File: config.mk
export PLATFORM = sky130hd
export DESIGN_NAME = network_join_sequencer
export DESIGN_NICKNAME = d
export VERILOG_FILES = /design/src/njs_pkg.sv /design/src/njs_cfg_regs.sv /design/src/njs_in_stage.sv /design/src/njs_core.sv /design/src/network_join_sequencer.sv
export SDC_FILE = /design/constraint.sdc
export NUM_CORES = 1
export LEC_CHECK = 0
export BUFFER_PORTS_ARGS = -buffer_cell sky130_fd_sc_hd__clkbuf_2
export CAP_MARGIN = 20
export CORE_MARGIN = 3
export CORE_UTILIZATION = 40
export DETAILED_ROUTE_END_ITERATION = 16
export GPL_ROUTABILITY_DRIVEN = 1
export PLACE_DENSITY = 0.73
export SLEW_MARGIN = 30
export SYNTH_ARGS = -nofsm -noshare
export SYNTH_HDL_FRONTEND = slang
export SYNTH_SLANG_ARGS = --single-unit
File: constraint.sdc
create_clock -name clk -period 12 [get_ports clk]
set_clock_uncertainty 0.15 [all_clocks]
set_input_delay 0.6 -clock clk [delete_from_list [all_inputs] [get_ports clk]]
set_output_delay 0.6 -clock clk [all_outputs]
set_load 0.01 [all_outputs]
File: src/njs_pkg.sv
// Shared types and constants of the network join sequencer.
package njs_pkg;

    localparam int CFG_IDX_W  = 3;
    localparam int CFG_DATA_W = 16;

    typedef enum logic [2:0] {
        PH_IDLE    = 3'd0,
        PH_CHECK   = 3'd1,
        PH_WRITE   = 3'd2,
        PH_START   = 3'd3,
        PH_ONNET   = 3'd4,
        PH_RECOVER = 3'd5
    } phase_t;

    typedef enum logic [2:0] {
        CMD_NONE     = 3'd0,
        CMD_READ     = 3'd1,
        CMD_WRITE    = 3'd2,
        CMD_STARTNET = 3'd3,
        CMD_INFO     = 3'd4,
        CMD_SYSRESET = 3'd5
    } cmd_t;

    typedef enum logic [1:0] {
        TM_LEAVE = 2'd0,
        TM_START = 2'd1,
        TM_STOP  = 2'd2
    } tact_t;

    typedef enum logic [2:0] {
        EV_RESET_IND  = 3'd0,
        EV_READ_RESP  = 3'd1,
        EV_WRITE_RESP = 3'd2,
        EV_NET_STATUS = 3'd3,
        EV_INFO_RESP  = 3'd4,
        EV_TIMEOUT    = 3'd5,
        EV_RESTART    = 3'd6
    } kind_t;

    typedef enum logic [CFG_IDX_W-1:0] {
        CFG_WANTED_TYPE    = 3'd0,
        CFG_EXPECTED_STATE = 3'd1,
        CFG_RESPONSE_WAIT  = 3'd2,
        CFG_RESET_WAIT     = 3'd3,
        CFG_JOIN_WAIT      = 3'd4,
        CFG_RETRY_DELAY    = 3'd5,
        CFG_RETRY_LIMIT    = 3'd6,
        CFG_START_MODE     = 3'd7
    } cfg_idx_t;

    localparam logic [1:0]  RST_WANTED_TYPE    = 2'd0;
    localparam logic [7:0]  RST_EXPECTED_STATE = 8'd9;
    localparam logic [15:0] RST_RESPONSE_WAIT  = 16'd500;
    localparam logic [15:0] RST_RESET_WAIT     = 16'd5000;
    localparam logic [15:0] RST_JOIN_WAIT      = 16'd10000;
    localparam logic [15:0] RST_RETRY_DELAY    = 16'd5000;
    localparam logic [7:0]  RST_RETRY_LIMIT    = 8'd10;
    localparam logic [7:0]  RST_START_MODE     = 8'h02;

    typedef struct packed {
        logic [1:0]  wanted_type;
        logic [7:0]  expected_state;
        logic [15:0] response_wait;
        logic [15:0] reset_wait;
        logic [15:0] join_wait;
        logic [15:0] retry_delay;
        logic [7:0]  retry_limit;
        logic [7:0]  start_mode;
    } cfg_t;

    typedef struct packed {
        logic [2:0]  kind;
        logic [7:0]  status;
        logic [7:0]  device_value;
        logic [15:0] own_short_addr;
        logic [63:0] own_long_addr;
        logic [15:0] parent_short_addr;
        logic [63:0] parent_long_addr;
        logic [7:0]  radio_channel;
        logic [15:0] pan_ident;
    } evt_t;

    typedef struct packed {
        cmd_t        command;
        logic [7:0]  command_arg;
        tact_t       timer_action;
        logic [15:0] timer_ms;
        phase_t      phase;
        logic        on_net;
        logic [7:0]  error_total;
        logic        info_valid;
        logic [15:0] net_short_addr;
        logic [15:0] net_pan;
        logic [7:0]  net_channel;
    } res_t;

endpackage

File: src/njs_cfg_regs.sv
// Configuration register file of the network join sequencer.
module njs_cfg_regs (
    input  logic                           clk,
    input  logic                           rst_n,
    input  logic                           cfg_we,
    input  logic [njs_pkg::CFG_IDX_W-1:0]  cfg_index,
    input  logic [njs_pkg::CFG_DATA_W-1:0] cfg_data,
    output njs_pkg::cfg_t                  cfg
);
    import njs_pkg::*;

    cfg_t cfg_reg;
    cfg_t cfg_next;

    always_comb
    begin
        cfg_next = cfg_reg;
        if (cfg_we)
        begin
            unique case (cfg_idx_t'(cfg_index))
                CFG_WANTED_TYPE:    cfg_next.wanted_type    = cfg_data[1:0];
                CFG_EXPECTED_STATE: cfg_next.expected_state = cfg_data[7:0];
                CFG_RESPONSE_WAIT:  cfg_next.response_wait  = cfg_data[15:0];
                CFG_RESET_WAIT:     cfg_next.reset_wait     = cfg_data[15:0];
                CFG_JOIN_WAIT:      cfg_next.join_wait      = cfg_data[15:0];
                CFG_RETRY_DELAY:    cfg_next.retry_delay    = cfg_data[15:0];
                CFG_RETRY_LIMIT:    cfg_next.retry_limit    = cfg_data[7:0];
                CFG_START_MODE:     cfg_next.start_mode     = cfg_data[7:0];
                default:            cfg_next = cfg_reg;
            endcase
        end
    end

    always_ff @(posedge clk or negedge rst_n)
    begin
        if (!rst_n)
        begin
            cfg_reg.wanted_type    <= RST_WANTED_TYPE;
            cfg_reg.expected_state <= RST_EXPECTED_STATE;
            cfg_reg.response_wait  <= RST_RESPONSE_WAIT;
            cfg_reg.reset_wait     <= RST_RESET_WAIT;
            cfg_reg.join_wait      <= RST_JOIN_WAIT;
            cfg_reg.retry_delay    <= RST_RETRY_DELAY;
            cfg_reg.retry_limit    <= RST_RETRY_LIMIT;
            cfg_reg.start_mode     <= RST_START_MODE;
        end
        else
        begin
            cfg_reg <= cfg_next;
        end
    end

    assign cfg = cfg_reg;

endmodule

File: src/njs_in_stage.sv
// Input register stage that captures one event item per cycle while it is not stalled.
module njs_in_stage (
    input  logic          clk,
    input  logic          rst_n,
    input  logic          in_valid,
    output logic          in_stall,
    input  njs_pkg::evt_t in_evt,
    input  logic          advance,
    output logic          evt_valid,
    output njs_pkg::evt_t evt
);
    import njs_pkg::*;

    logic valid_reg;
    logic valid_next;
    evt_t evt_reg;
    logic load;

    assign in_stall   = valid_reg && !advance;
    assign load       = in_valid && !in_stall;
    assign valid_next = load || (valid_reg && !advance);

    always_ff @(posedge clk or negedge rst_n)
    begin
        if (!rst_n)
        begin
            valid_reg <= 1'b0;
        end
        else
        begin
            valid_reg <= valid_next;
        end
    end

    always_ff @(posedge clk)
    begin
        if (load)
        begin
            evt_reg <= in_evt;
        end
    end

    assign evt_valid = valid_reg;
    assign evt       = evt_reg;

endmodule

File: src/njs_core.sv
// Join state machine, learned network info and result register.
module njs_core (
    input  logic          clk,
    input  logic          rst_n,
    input  njs_pkg::cfg_t cfg,
    input  logic          evt_valid,
    input  njs_pkg::evt_t evt,
    input  logic          advance,
    output logic          res_valid,
    output njs_pkg::res_t res
);
    import njs_pkg::*;

    phase_t      phase_reg;
    phase_t      phase_next;
    logic [7:0]  err_reg;
    logic [7:0]  err_next;
    logic [7:0]  err_inc;
    logic        info_valid_reg;
    logic        info_valid_next;
    logic        store_info;
    logic [15:0] short_addr_reg;
    logic [63:0] long_addr_reg;
    logic [15:0] parent_short_reg;
    logic [63:0] parent_long_reg;
    logic [7:0]  channel_reg;
    logic [15:0] pan_reg;
    cmd_t        cmd;
    logic [7:0]  cmd_arg;
    tact_t       tact;
    logic [15:0] tms;
    logic        res_valid_reg;
    res_t        res_reg;
    logic        step;

    assign step    = evt_valid && advance;
    assign err_inc = (err_reg == 8'hFF) ? err_reg : err_reg + 8'd1;

    always_comb
    begin
        phase_next      = phase_reg;
        err_next        = err_reg;
        info_valid_next = info_valid_reg;
        store_info      = 1'b0;
        unique case (evt.kind)
            EV_RESET_IND:
            begin
                phase_next = PH_CHECK;
            end
            EV_READ_RESP:
            begin
                if (evt.status != 8'd0)
                begin
                    err_next   = err_inc;
                    phase_next = PH_IDLE;
                end
                else if (evt.device_value == {6'd0, cfg.wanted_type})
                begin
                    phase_next = PH_START;
                end
                else
                begin
                    phase_next = PH_WRITE;
                end
            end
            EV_WRITE_RESP:
            begin
                if (evt.status != 8'd0)
                begin
                    err_next = err_inc;
                end
                phase_next = PH_IDLE;
            end
            EV_NET_STATUS:
            begin
                phase_next = (evt.status == 8'd0) ? PH_ONNET : PH_RECOVER;
            end
            EV_INFO_RESP:
            begin
                if (evt.device_value != cfg.expected_state)
                begin
                    phase_next = PH_IDLE;
                end
                else
                begin
                    store_info      = 1'b1;
                    info_valid_next = 1'b1;
                end
            end
            EV_TIMEOUT:
            begin
                err_next = err_inc;
                if (err_inc > cfg.retry_limit)
                begin
                    phase_next = PH_IDLE;
                end
                else if (phase_reg != PH_START && phase_reg != PH_RECOVER &&
                         phase_reg != PH_ONNET)
                begin
                    phase_next = PH_CHECK;
                end
            end
            EV_RESTART:
            begin
                phase_next      = PH_IDLE;
                err_next        = 8'd0;
                info_valid_next = 1'b0;
            end
            default:
            begin
                phase_next = phase_reg;
            end
        endcase
    end

    always_comb
    begin
        cmd     = CMD_NONE;
        cmd_arg = 8'd0;
        tact    = TM_LEAVE;
        tms     = 16'd0;
        unique case (evt.kind)
            EV_RESET_IND:
            begin
                cmd  = CMD_READ;
                tact = TM_START;
                tms  = cfg.response_wait;
            end
            EV_READ_RESP:
            begin
                tact = TM_START;
                if (evt.status != 8'd0)
                begin
                    cmd = CMD_SYSRESET;
                    tms = cfg.reset_wait;
                end
                else if (evt.device_value == {6'd0, cfg.wanted_type})
                begin
                    cmd     = CMD_STARTNET;
                    cmd_arg = cfg.start_mode;
                    tms     = cfg.join_wait;
                end
                else
                begin
                    cmd     = CMD_WRITE;
                    cmd_arg = {6'd0, cfg.wanted_type};
                    tms     = cfg.response_wait;
                end
            end
            EV_WRITE_RESP, EV_RESTART:
            begin
                cmd  = CMD_SYSRESET;
                tact = TM_START;
                tms  = cfg.reset_wait;
            end
            EV_NET_STATUS:
            begin
                tact = TM_START;
                if (evt.status == 8'd0)
                begin
                    cmd = CMD_INFO;
                    tms = cfg.response_wait;
                end
                else
                begin
                    tms = cfg.retry_delay;
                end
            end
            EV_INFO_RESP:
            begin
                if (evt.device_value != cfg.expected_state)
                begin
                    tact = TM_START;
                    tms  = cfg.response_wait;
                end
                else
                begin
                    tact = TM_STOP;
                end
            end
            EV_TIMEOUT:
            begin
                if (err_inc <= cfg.retry_limit)
                begin
                    tact = TM_START;
                    if (phase_reg == PH_START || phase_reg == PH_RECOVER)
                    begin
                        cmd     = CMD_STARTNET;
                        cmd_arg = cfg.start_mode;
                        tms     = cfg.join_wait;
                    end
                    else if (phase_reg == PH_ONNET)
                    begin
                        cmd = CMD_INFO;
                        tms = cfg.response_wait;
                    end
                    else
                    begin
                        cmd = CMD_READ;
                        tms = cfg.response_wait;
                    end
                end
            end
            default:
            begin
                cmd = CMD_NONE;
            end
        endcase
    end

    always_ff @(posedge clk or negedge rst_n)
    begin
        if (!rst_n)
        begin
            phase_reg        <= PH_IDLE;
            err_reg          <= 8'd0;
            info_valid_reg   <= 1'b0;
            short_addr_reg   <= 16'd0;
            long_addr_reg    <= 64'd0;
            parent_short_reg <= 16'd0;
            parent_long_reg  <= 64'd0;
            channel_reg      <= 8'd0;
            pan_reg          <= 16'd0;
            res_valid_reg    <= 1'b0;
        end
        else
        begin
            if (advance)
            begin
                res_valid_reg <= evt_valid;
            end
            if (step)
            begin
                phase_reg      <= phase_next;
                err_reg        <= err_next;
                info_valid_reg <= info_valid_next;
                if (store_info)
                begin
                    short_addr_reg   <= evt.own_short_addr;
                    long_addr_reg    <= evt.own_long_addr;
                    parent_short_reg <= evt.parent_short_addr;
                    parent_long_reg  <= evt.parent_long_addr;
                    channel_reg      <= evt.radio_channel;
                    pan_reg          <= evt.pan_ident;
                end
            end
        end
    end

    always_ff @(posedge clk)
    begin
        if (step)
        begin
            res_reg.command        <= cmd;
            res_reg.command_arg    <= cmd_arg;
            res_reg.timer_action   <= tact;
            res_reg.timer_ms       <= tms;
            res_reg.phase          <= phase_next;
            res_reg.on_net         <= (phase_next == PH_ONNET) && info_valid_next;
            res_reg.error_total    <= err_next;
            res_reg.info_valid     <= info_valid_next;
            res_reg.net_short_addr <= store_info ? evt.own_short_addr : short_addr_reg;
            res_reg.net_pan        <= store_info ? evt.pan_ident : pan_reg;
            res_reg.net_channel    <= store_info ? evt.radio_channel : channel_reg;
        end
    end

    assign res_valid = res_valid_reg;
    assign res       = res_reg;

endmodule

File: src/network_join_sequencer.sv
// Top level of the network join sequencer.
//
//  Channel | Handshake               | Payload
//  --------+-------------------------+------------------------------------------
//  in      | in_valid / in_stall     | kind, status, device_value, addresses, ...
//  out     | out_valid / out_stall   | command, timer action, phase and net info
//  cfg     | cfg_we                  | cfg_index, cfg_data
//
// One item is accepted per cycle while the output is not stalled; each result
// passes through the input register and then the result register.
// Reset returns the phase to idle, clears errors and stored info, and loads
// the configuration defaults.
// A stall on the output holds both stages and reaches in_stall in the same cycle.
module network_join_sequencer (
    input  logic                           clk,
    input  logic                           rst_n,
    input  logic                           cfg_we,
    input  logic [njs_pkg::CFG_IDX_W-1:0]  cfg_index,
    input  logic [njs_pkg::CFG_DATA_W-1:0] cfg_data,
    input  logic                           in_valid,
    output logic                           in_stall,
    input  logic [2:0]                     kind,
    input  logic [7:0]                     status,
    input  logic [7:0]                     device_value,
    input  logic [15:0]                    own_short_addr,
    input  logic [63:0]                    own_long_addr,
    input  logic [15:0]                    parent_short_addr,
    input  logic [63:0]                    parent_long_addr,
    input  logic [7:0]                     radio_channel,
    input  logic [15:0]                    pan_ident,
    output logic                           out_valid,
    input  logic                           out_stall,
    output logic [2:0]                     command,
    output logic [7:0]                     command_arg,
    output logic [1:0]                     timer_action,
    output logic [15:0]                    timer_ms,
    output logic [2:0]                     phase,
    output logic                           on_net,
    output logic [7:0]                     error_total,
    output logic                           info_valid,
    output logic [15:0]                    net_short_addr,
    output logic [15:0]                    net_pan,
    output logic [7:0]                     net_channel
);
    import njs_pkg::*;

    cfg_t cfg;
    evt_t in_evt;
    evt_t evt;
    logic evt_valid;
    logic advance;
    res_t res;

    assign in_evt.kind              = kind;
    assign in_evt.status            = status;
    assign in_evt.device_value      = device_value;
    assign in_evt.own_short_addr    = own_short_addr;
    assign in_evt.own_long_addr     = own_long_addr;
    assign in_evt.parent_short_addr = parent_short_addr;
    assign in_evt.parent_long_addr  = parent_long_addr;
    assign in_evt.radio_channel     = radio_channel;
    assign in_evt.pan_ident         = pan_ident;

    assign advance = !out_valid || !out_stall;

    njs_cfg_regs u_cfg_regs (
        .clk       (clk),
        .rst_n     (rst_n),
        .cfg_we    (cfg_we),
        .cfg_index (cfg_index),
        .cfg_data  (cfg_data),
        .cfg       (cfg)
    );

    njs_in_stage u_in_stage (
        .clk       (clk),
        .rst_n     (rst_n),
        .in_valid  (in_valid),
        .in_stall  (in_stall),
        .in_evt    (in_evt),
        .advance   (advance),
        .evt_valid (evt_valid),
        .evt       (evt)
    );

    njs_core u_core (
        .clk       (clk),
        .rst_n     (rst_n),
        .cfg       (cfg),
        .evt_valid (evt_valid),
        .evt       (evt),
        .advance   (advance),
        .res_valid (out_valid),
        .res       (res)
    );

    assign command        = res.command;
    assign command_arg    = res.command_arg;
    assign timer_action   = res.timer_action;
    assign timer_ms       = res.timer_ms;
    assign phase          = res.phase;
    assign on_net         = res.on_net;
    assign error_total    = res.error_total;
    assign info_valid     = res.info_valid;
    assign net_short_addr = res.net_short_addr;
    assign net_pan        = res.net_pan;
    assign net_channel    = res.net_channel;

`ifndef NO_ASSERTIONS
    a_on_net_consistent: assert property (@(posedge clk) disable iff (!rst_n)
        out_valid && on_net |-> info_valid && phase == PH_ONNET)
        else $error("on_net set without valid info in the on-net phase");

    a_timer_ms_zero: assert property (@(posedge clk) disable iff (!rst_n)
        out_valid && timer_action != TM_START |-> timer_ms == 16'd0)
        else $error("timer duration given without a timer start");

    a_sysreset_idle: assert property (@(posedge clk) disable iff (!rst_n)
        out_valid && command == CMD_SYSRESET |-> phase == PH_IDLE && timer_action == TM_START)
        else $error("system reset issued outside idle or without a timer start");

    a_stall_needs_item: assert property (@(posedge clk) disable iff (!rst_n)
        in_stall |-> evt_valid && out_valid && out_stall)
        else $error("input stalled while the pipeline can move");
`endif

endmodule
# After elaboration in Yosys (flattened, before gate mapping)
# Index checks and enable logic that the tools add are counted.
# W data, S select, Z words.
[word_totals] register_bits=285 inputBits=227 out_inout_bits=84 wordCells=125
[op_classes] add_sub_neg=1 order_cmp=2 n_eq_ne=23 muxes=38 n_reduce_logical=28
[ops] operator="$mux W16" n=8
[ops] operator="$pmux W16 S6" n=1
[ops] operator="$mux W8" n=7
[ops] operator="$eq A3 B3 Y1 const B" n=10
[ops] operator="$mux W3" n=9
[ops] operator="$pmux W8 S3" n=1
[ops] operator="$pmux W3 S6" n=1
[ops] operator="$pmux W8 S2" n=1
[ops] operator="$reduce_and A2 Y1" n=8
[ops] operator="$eq A3 B2 Y1 const B" n=5
[ops] operator="$pmux W3 S5" n=1
[ops] operator="$add A8 B1 Y8 const B" n=1
[ops] operator="$eq A8 B2 Y1" n=1
[ops] operator="$eq A8 B8 Y1 const B" n=1
[ops] operator="$gt A8 B8 Y1" n=1
[ops] operator="$le A8 B8 Y1" n=1
[ops] operator="$logic_not A8 Y1" n=1
[ops] operator="$ne A8 B8 Y1" n=1
[ops] operator="$reduce_bool A8 Y1" n=1
[ops] operator="$eq A3 B1 Y1 const B" n=2
[ops] operator="$logic_and A1 B1 Y1" n=6
[ops] operator="$logic_not A3 Y1" n=2
[ops] operator="$mux W1" n=6
[ops] operator="$ne A3 B3 Y1 const B" n=2
[ops] operator="8 further kinds" n=14

# Logic depth before layout (Yosys ltp)
[logic_depth] ltp_word=8 ltp_mapped=15 depth_no_buf=13

# By module
# From an unflattened synthesis, not the netlist that was laid out.
[unflattened] hier_cells=998 hier_area_um2=16377.0
[by_module_without_submodules] module="njs_core" instances=1 cells_each=590 area_each_um2=6618.8
[by_module_without_submodules] module="njs_in_stage" instances=1 cells_each=208 area_each_um2=6153.4
[by_module_without_submodules] module="njs_cfg_regs" instances=1 cells_each=199 area_each_um2=3601.0
[by_module_without_submodules] module="network_join_sequencer" instances=1 cells_each=1 area_each_um2=3.8

# Worst setup path after synthesis
# No wires, ideal clock.
[synth_timing] path_kind="input to register" startpoint="input out_stall" endpoint="register u_core.res[0] (netlist name)" setup_ps=478 arrival_ps=3547 t_required_ps=11372 slack_ps=7825 cell_stages=5 n_path_buf=2 path_cell_list="nand2_1 -> nand2_1 -> inv_1 -> clkbuf_1 -> clkbuf_1"
[synth_between] elab_chain_cells=3
[synth_lines] item="start: declaration" line="network_join_sequencer.sv:32" source="input logic out_stall,"
[synth_lines] item="$logic_not A1 Y1" line="network_join_sequencer.sv:64" source="assign advance = !out_valid || !out_stall;"
[synth_lines] item="$logic_or A1 B1 Y1" line="network_join_sequencer.sv:64"
[synth_lines] item="$logic_and A1 B1 Y1" line="njs_core.sv:36" source="assign step = evt_valid && advance;"
[synth_lines] item="via u_core.step" line="njs_core.sv:34" source="logic step;"
# The timed path passes the listed nets, and every way through them passes these cells.
# A chain may end at the register's enable or synchronous reset.

# Worst setup path after layout
[layout_timing] startpoint="register u_core.err_reg[5]" endpoint="register u_core.res[55] (netlist name)"
[layout_between] elab_chain_cells=5 word_cells_on_any_way=6 cone_classes="add/sub (1); order compare (1); eq/ne (1); mux (3)"
[layout_lines] item="start: declaration" line="njs_core.sv:16" source="logic [7:0] err_reg;"
[layout_lines] item="start signal: assignment" line="njs_core.sv:235" source="err_reg <= err_next;"
[layout_lines] item="$add A8 B1 Y8 / $eq A8 B8 Y1 (equally long branches)" line="njs_core.sv:37" source="assign err_inc = (err_reg == 8'hFF) ? err_reg : err_reg + 8'd1;"
[layout_lines] item="$mux W8 (*)" line="njs_core.sv:37"
[layout_lines] item="$le A8 B8 Y1 (*)" line="njs_core.sv:183" source="if (err_inc <= cfg.retry_limit)"
[layout_lines] item="$mux W16 (*)" line="njs_core.sv:183"
[layout_lines] item="$pmux W16 S6 (*)" line="njs_core.sv:122" source="unique case (evt.kind)"
[layout_lines] item="via u_core.tms[2]" line="njs_core.sv:31" source="logic [15:0] tms;"
# The timed path passes the listed nets; every way through them passes the cells marked *.

==> out/metrics.yaml <==
yosys:
  synthesis.nets: 1095
  synth_edf_count: 141
  async_reset_ff_share_pct: 50.53
  yosys-top-cells-area: "edfxtp_1, dfrtp_1, mux2_2"
  avgSynthCellArea_sq_um: 13.81
  synth_top_area_share_pct: 35.70
  synth_area_sq_um: 11860
  ys.flop_type: "edfxtp_1"
  yosysSeqAreaShare_pct: 66.35
  synthCells: 859
  ys_top_cells_by_count: "nand2_1, edfxtp_1, mux2_2, dfrtp_1, dfstp_2"
  yosys.area.top_type: "edfxtp_1"
  ys_seq_elements: 285
  ys_warn_count: 0
  synth.most_common_cell: "nand2_1"
  synth_cell_types: 60
global_route:
  grt_pass1_wl_mm: 41.41
  overflow: 0
  grt_usage_pct: 16.46
  grt_pass1_vias: 7529
  antenna_found_initial: 0
  grt_max_degree: 77
final_layout:
  multiInputGateArea_sq_um: 3792
  area_delta_synth_final_pct: 19.80
  fillers: 2492
  drive_gt1_share_pct: 37.91
  largest_reg_flops: 90
  utilization_pct: 49.11
  final_nets: 1267
  num_antenna_cells: 0
  seqCellArea_sq_um: 7870
detailed_routing:
  viasPerCell: 5.200
  ant_nets: 0
  dr.pass1.iters: 4
  wl_mm: 26.65
  drt-wirelength-per-cell_um: 18.52
  first_iter_violations: 597
  drc: 0
  num_vias: 7483
power_and_ir_drop:
  power_mw: 2.544
  leakagePower_nw: 6.216
  p_per_area_nw_per_um2: 179.0
  vdd_drop_max_v: 0.0001066
setup_path:
  path_cells: "and3_1 > and3_1 > a21oi_2 > and3_1 > xor2_1 > ha_1 > nand4_1 > nor2_1 > a211oi_4 > nor3_2 > a211o_2 > a221o_1"
  crit_type: "flip-flop to flip-flop"
  crit_slowest_cell: "a211o_2"
  path_delay_family: "compound AO/OA/AOI/OAI gates"
  end_kind: "flip-flop"
  cp-start-kind: "flip-flop"
  slowest_delay_ps: 460
  worstPathMaxFanout: 8
  path_buf_inv: 0
  cp.required_ps: 12130
  crit_top_cell: "and3_1"
  worstPathArrival_ps: 4230
flow_run:
  drv_cap: 0
timing:
  worst_slack_ps: 7903
  period_minus_slack_ps: 4097
  tns_ps: 0
  rsz0062_at_grt: "false"
  drv_slew: 0
  hold_viol: 0
  fin_crit_sh_pct: 34.14
  setup_viol: 0
  relSlewSlack_pct: 34.66
  fmax_mhz: 244.1
  worstMarginPinSlew_ps: 979.1
  fin_hold_ws_ps: 79.71
cts:
  cts-root-buf: "clkbuf_16"
  clk_latency_ps: 540
  post_cts_buffers: 0
  htreeDepth: 1
  post_cts_resized: 0
  cts_buffer_depth: 3
  postCtsHoldBufs: 1
  cts_buffers: 30
  cts_tree: "yes"
  clk_pin_slew_ps: 60
  clock_sinks: 285
placement:
  dpl_worst_slack_ps: 7928
  gp_congestion: 0.7902
  port_buffers: 166
  dp_hpwl_mm: 16.75
run_status:
  status: "complete, no violations"
floorplan:
  dieArea_sq_um: 31760
  ios: 311
  core-area_sq_um: 28940
  rows: 62
  die_h_um: 178.2
  die_w_um: 178.2
  start_util_pct: 40.99
min_path:
  hold_path_class: "primary input to flip-flop"
## where the power goes
part	internal, mW	leakage [nW]	switching (mW)
Clock	0.603	0.522	0.380
Combinational	0.143	2.53	0.171
Sequential	1.18	3.16	0.0707
## logic make-up (layout without fill, tap and decap cells)
group           count (synthesis)  after routing  share of synthesized area (%)
flops                         285            285                          66.35
simple gates                  263            263                          10.53
mux                           135            135                          12.77
compound gates                100            100                          6.424
buf+inv                        53            249                          1.941
xor+xnor                       14             14                          1.034
fa+ha+maj                       9              9                         0.9494
## cell usage in the layout (no fill, tap or decap), types with 9 or more instances in the layout
| master | synthesis | layout |
|---|---|---|
| clkbuf_2 | 0 | 165 |
| o21ai_0 | 22 | 22 |
| nand2_1 | 177 | 176 |
| a221o_1 | 16 | 16 |
| edfxtp_1 | 141 | 141 |
| ha_1 | 9 | 9 |
| inv_1 | 15 | 14 |
| nand3_1 | 12 | 12 |
| nor2_1 | 17 | 17 |
| dfstp_2 | 26 | 26 |
| clkbuf_16 | 0 | 31 |
| xor2_1 | 11 | 11 |
| dfrtp_1 | 118 | 118 |
| mux2_2 | 125 | 125 |
| a21oi_1 | 9 | 9 |
| a22oi_1 | 24 | 24 |
## final cells by class
type,instances,share of cell area (%)
Clock buffer,33,5.582
Clock inverter,23,1.875
Inverter,15,0.4138
Multi-Input combinational cell,521,26.69
Sequential cell,285,55.38
Tap cell,384,3.381
Timing Repair Buffer,178,6.674
## worst reg2reg max path: stages, from the launching register on
cell	delay, ps
dfrtp_1	450
and3_1	240
and3_1	230
a21oi_2	260
and3_1	300
xor2_1	230
ha_1	290
nand4_1	170
nor2_1	120
a211oi_4	350
nor3_2	160
a211o_2	460
a221o_1	430
## metrics by stage
step / cells / area, sq um
2_1_floorplan: 859 / 11860
3_3_place_gp: 1378 / 13090
3_5_place_dp: 1381 / 13130
4_1_cts: 1438 / 14190
5_1_grt: 1439 / 14210
6_report: 1439 / 14210
## metal layers
| metal | global-route usage (%) | wire (um) |
|---|---|---|
| met5 | 0 | 0 |
| met4 | 4.643 | 730 |
| met3 | 2.831 | 1568 |
| met2 | 26.42 | 12210 |
| met1 | 23.17 | 12130 |
## path summary, 6_finish.rpt
check                                   from                       end  slack, ps  cells after the start
setup / recovery           u_core.err_reg[5]            u_core.res[55]       7900                     12
setup reg to reg           u_core.err_reg[5]            u_core.res[55]       7900                     12
min in group asynchronous              rst_n  u_core.short_addr_reg[1]        500                      2
hold reg to reg            u_core.pan_reg[0]         u_core.pan_reg[0]        320                      2
hold / removal                  pan_ident[6]         u_in_stage.evt[6]         80                      1
max in group asynchronous              rst_n        u_cfg_regs.cfg[20]      10040                      3
No activity file was read; power rests on OpenSTA's default activity.
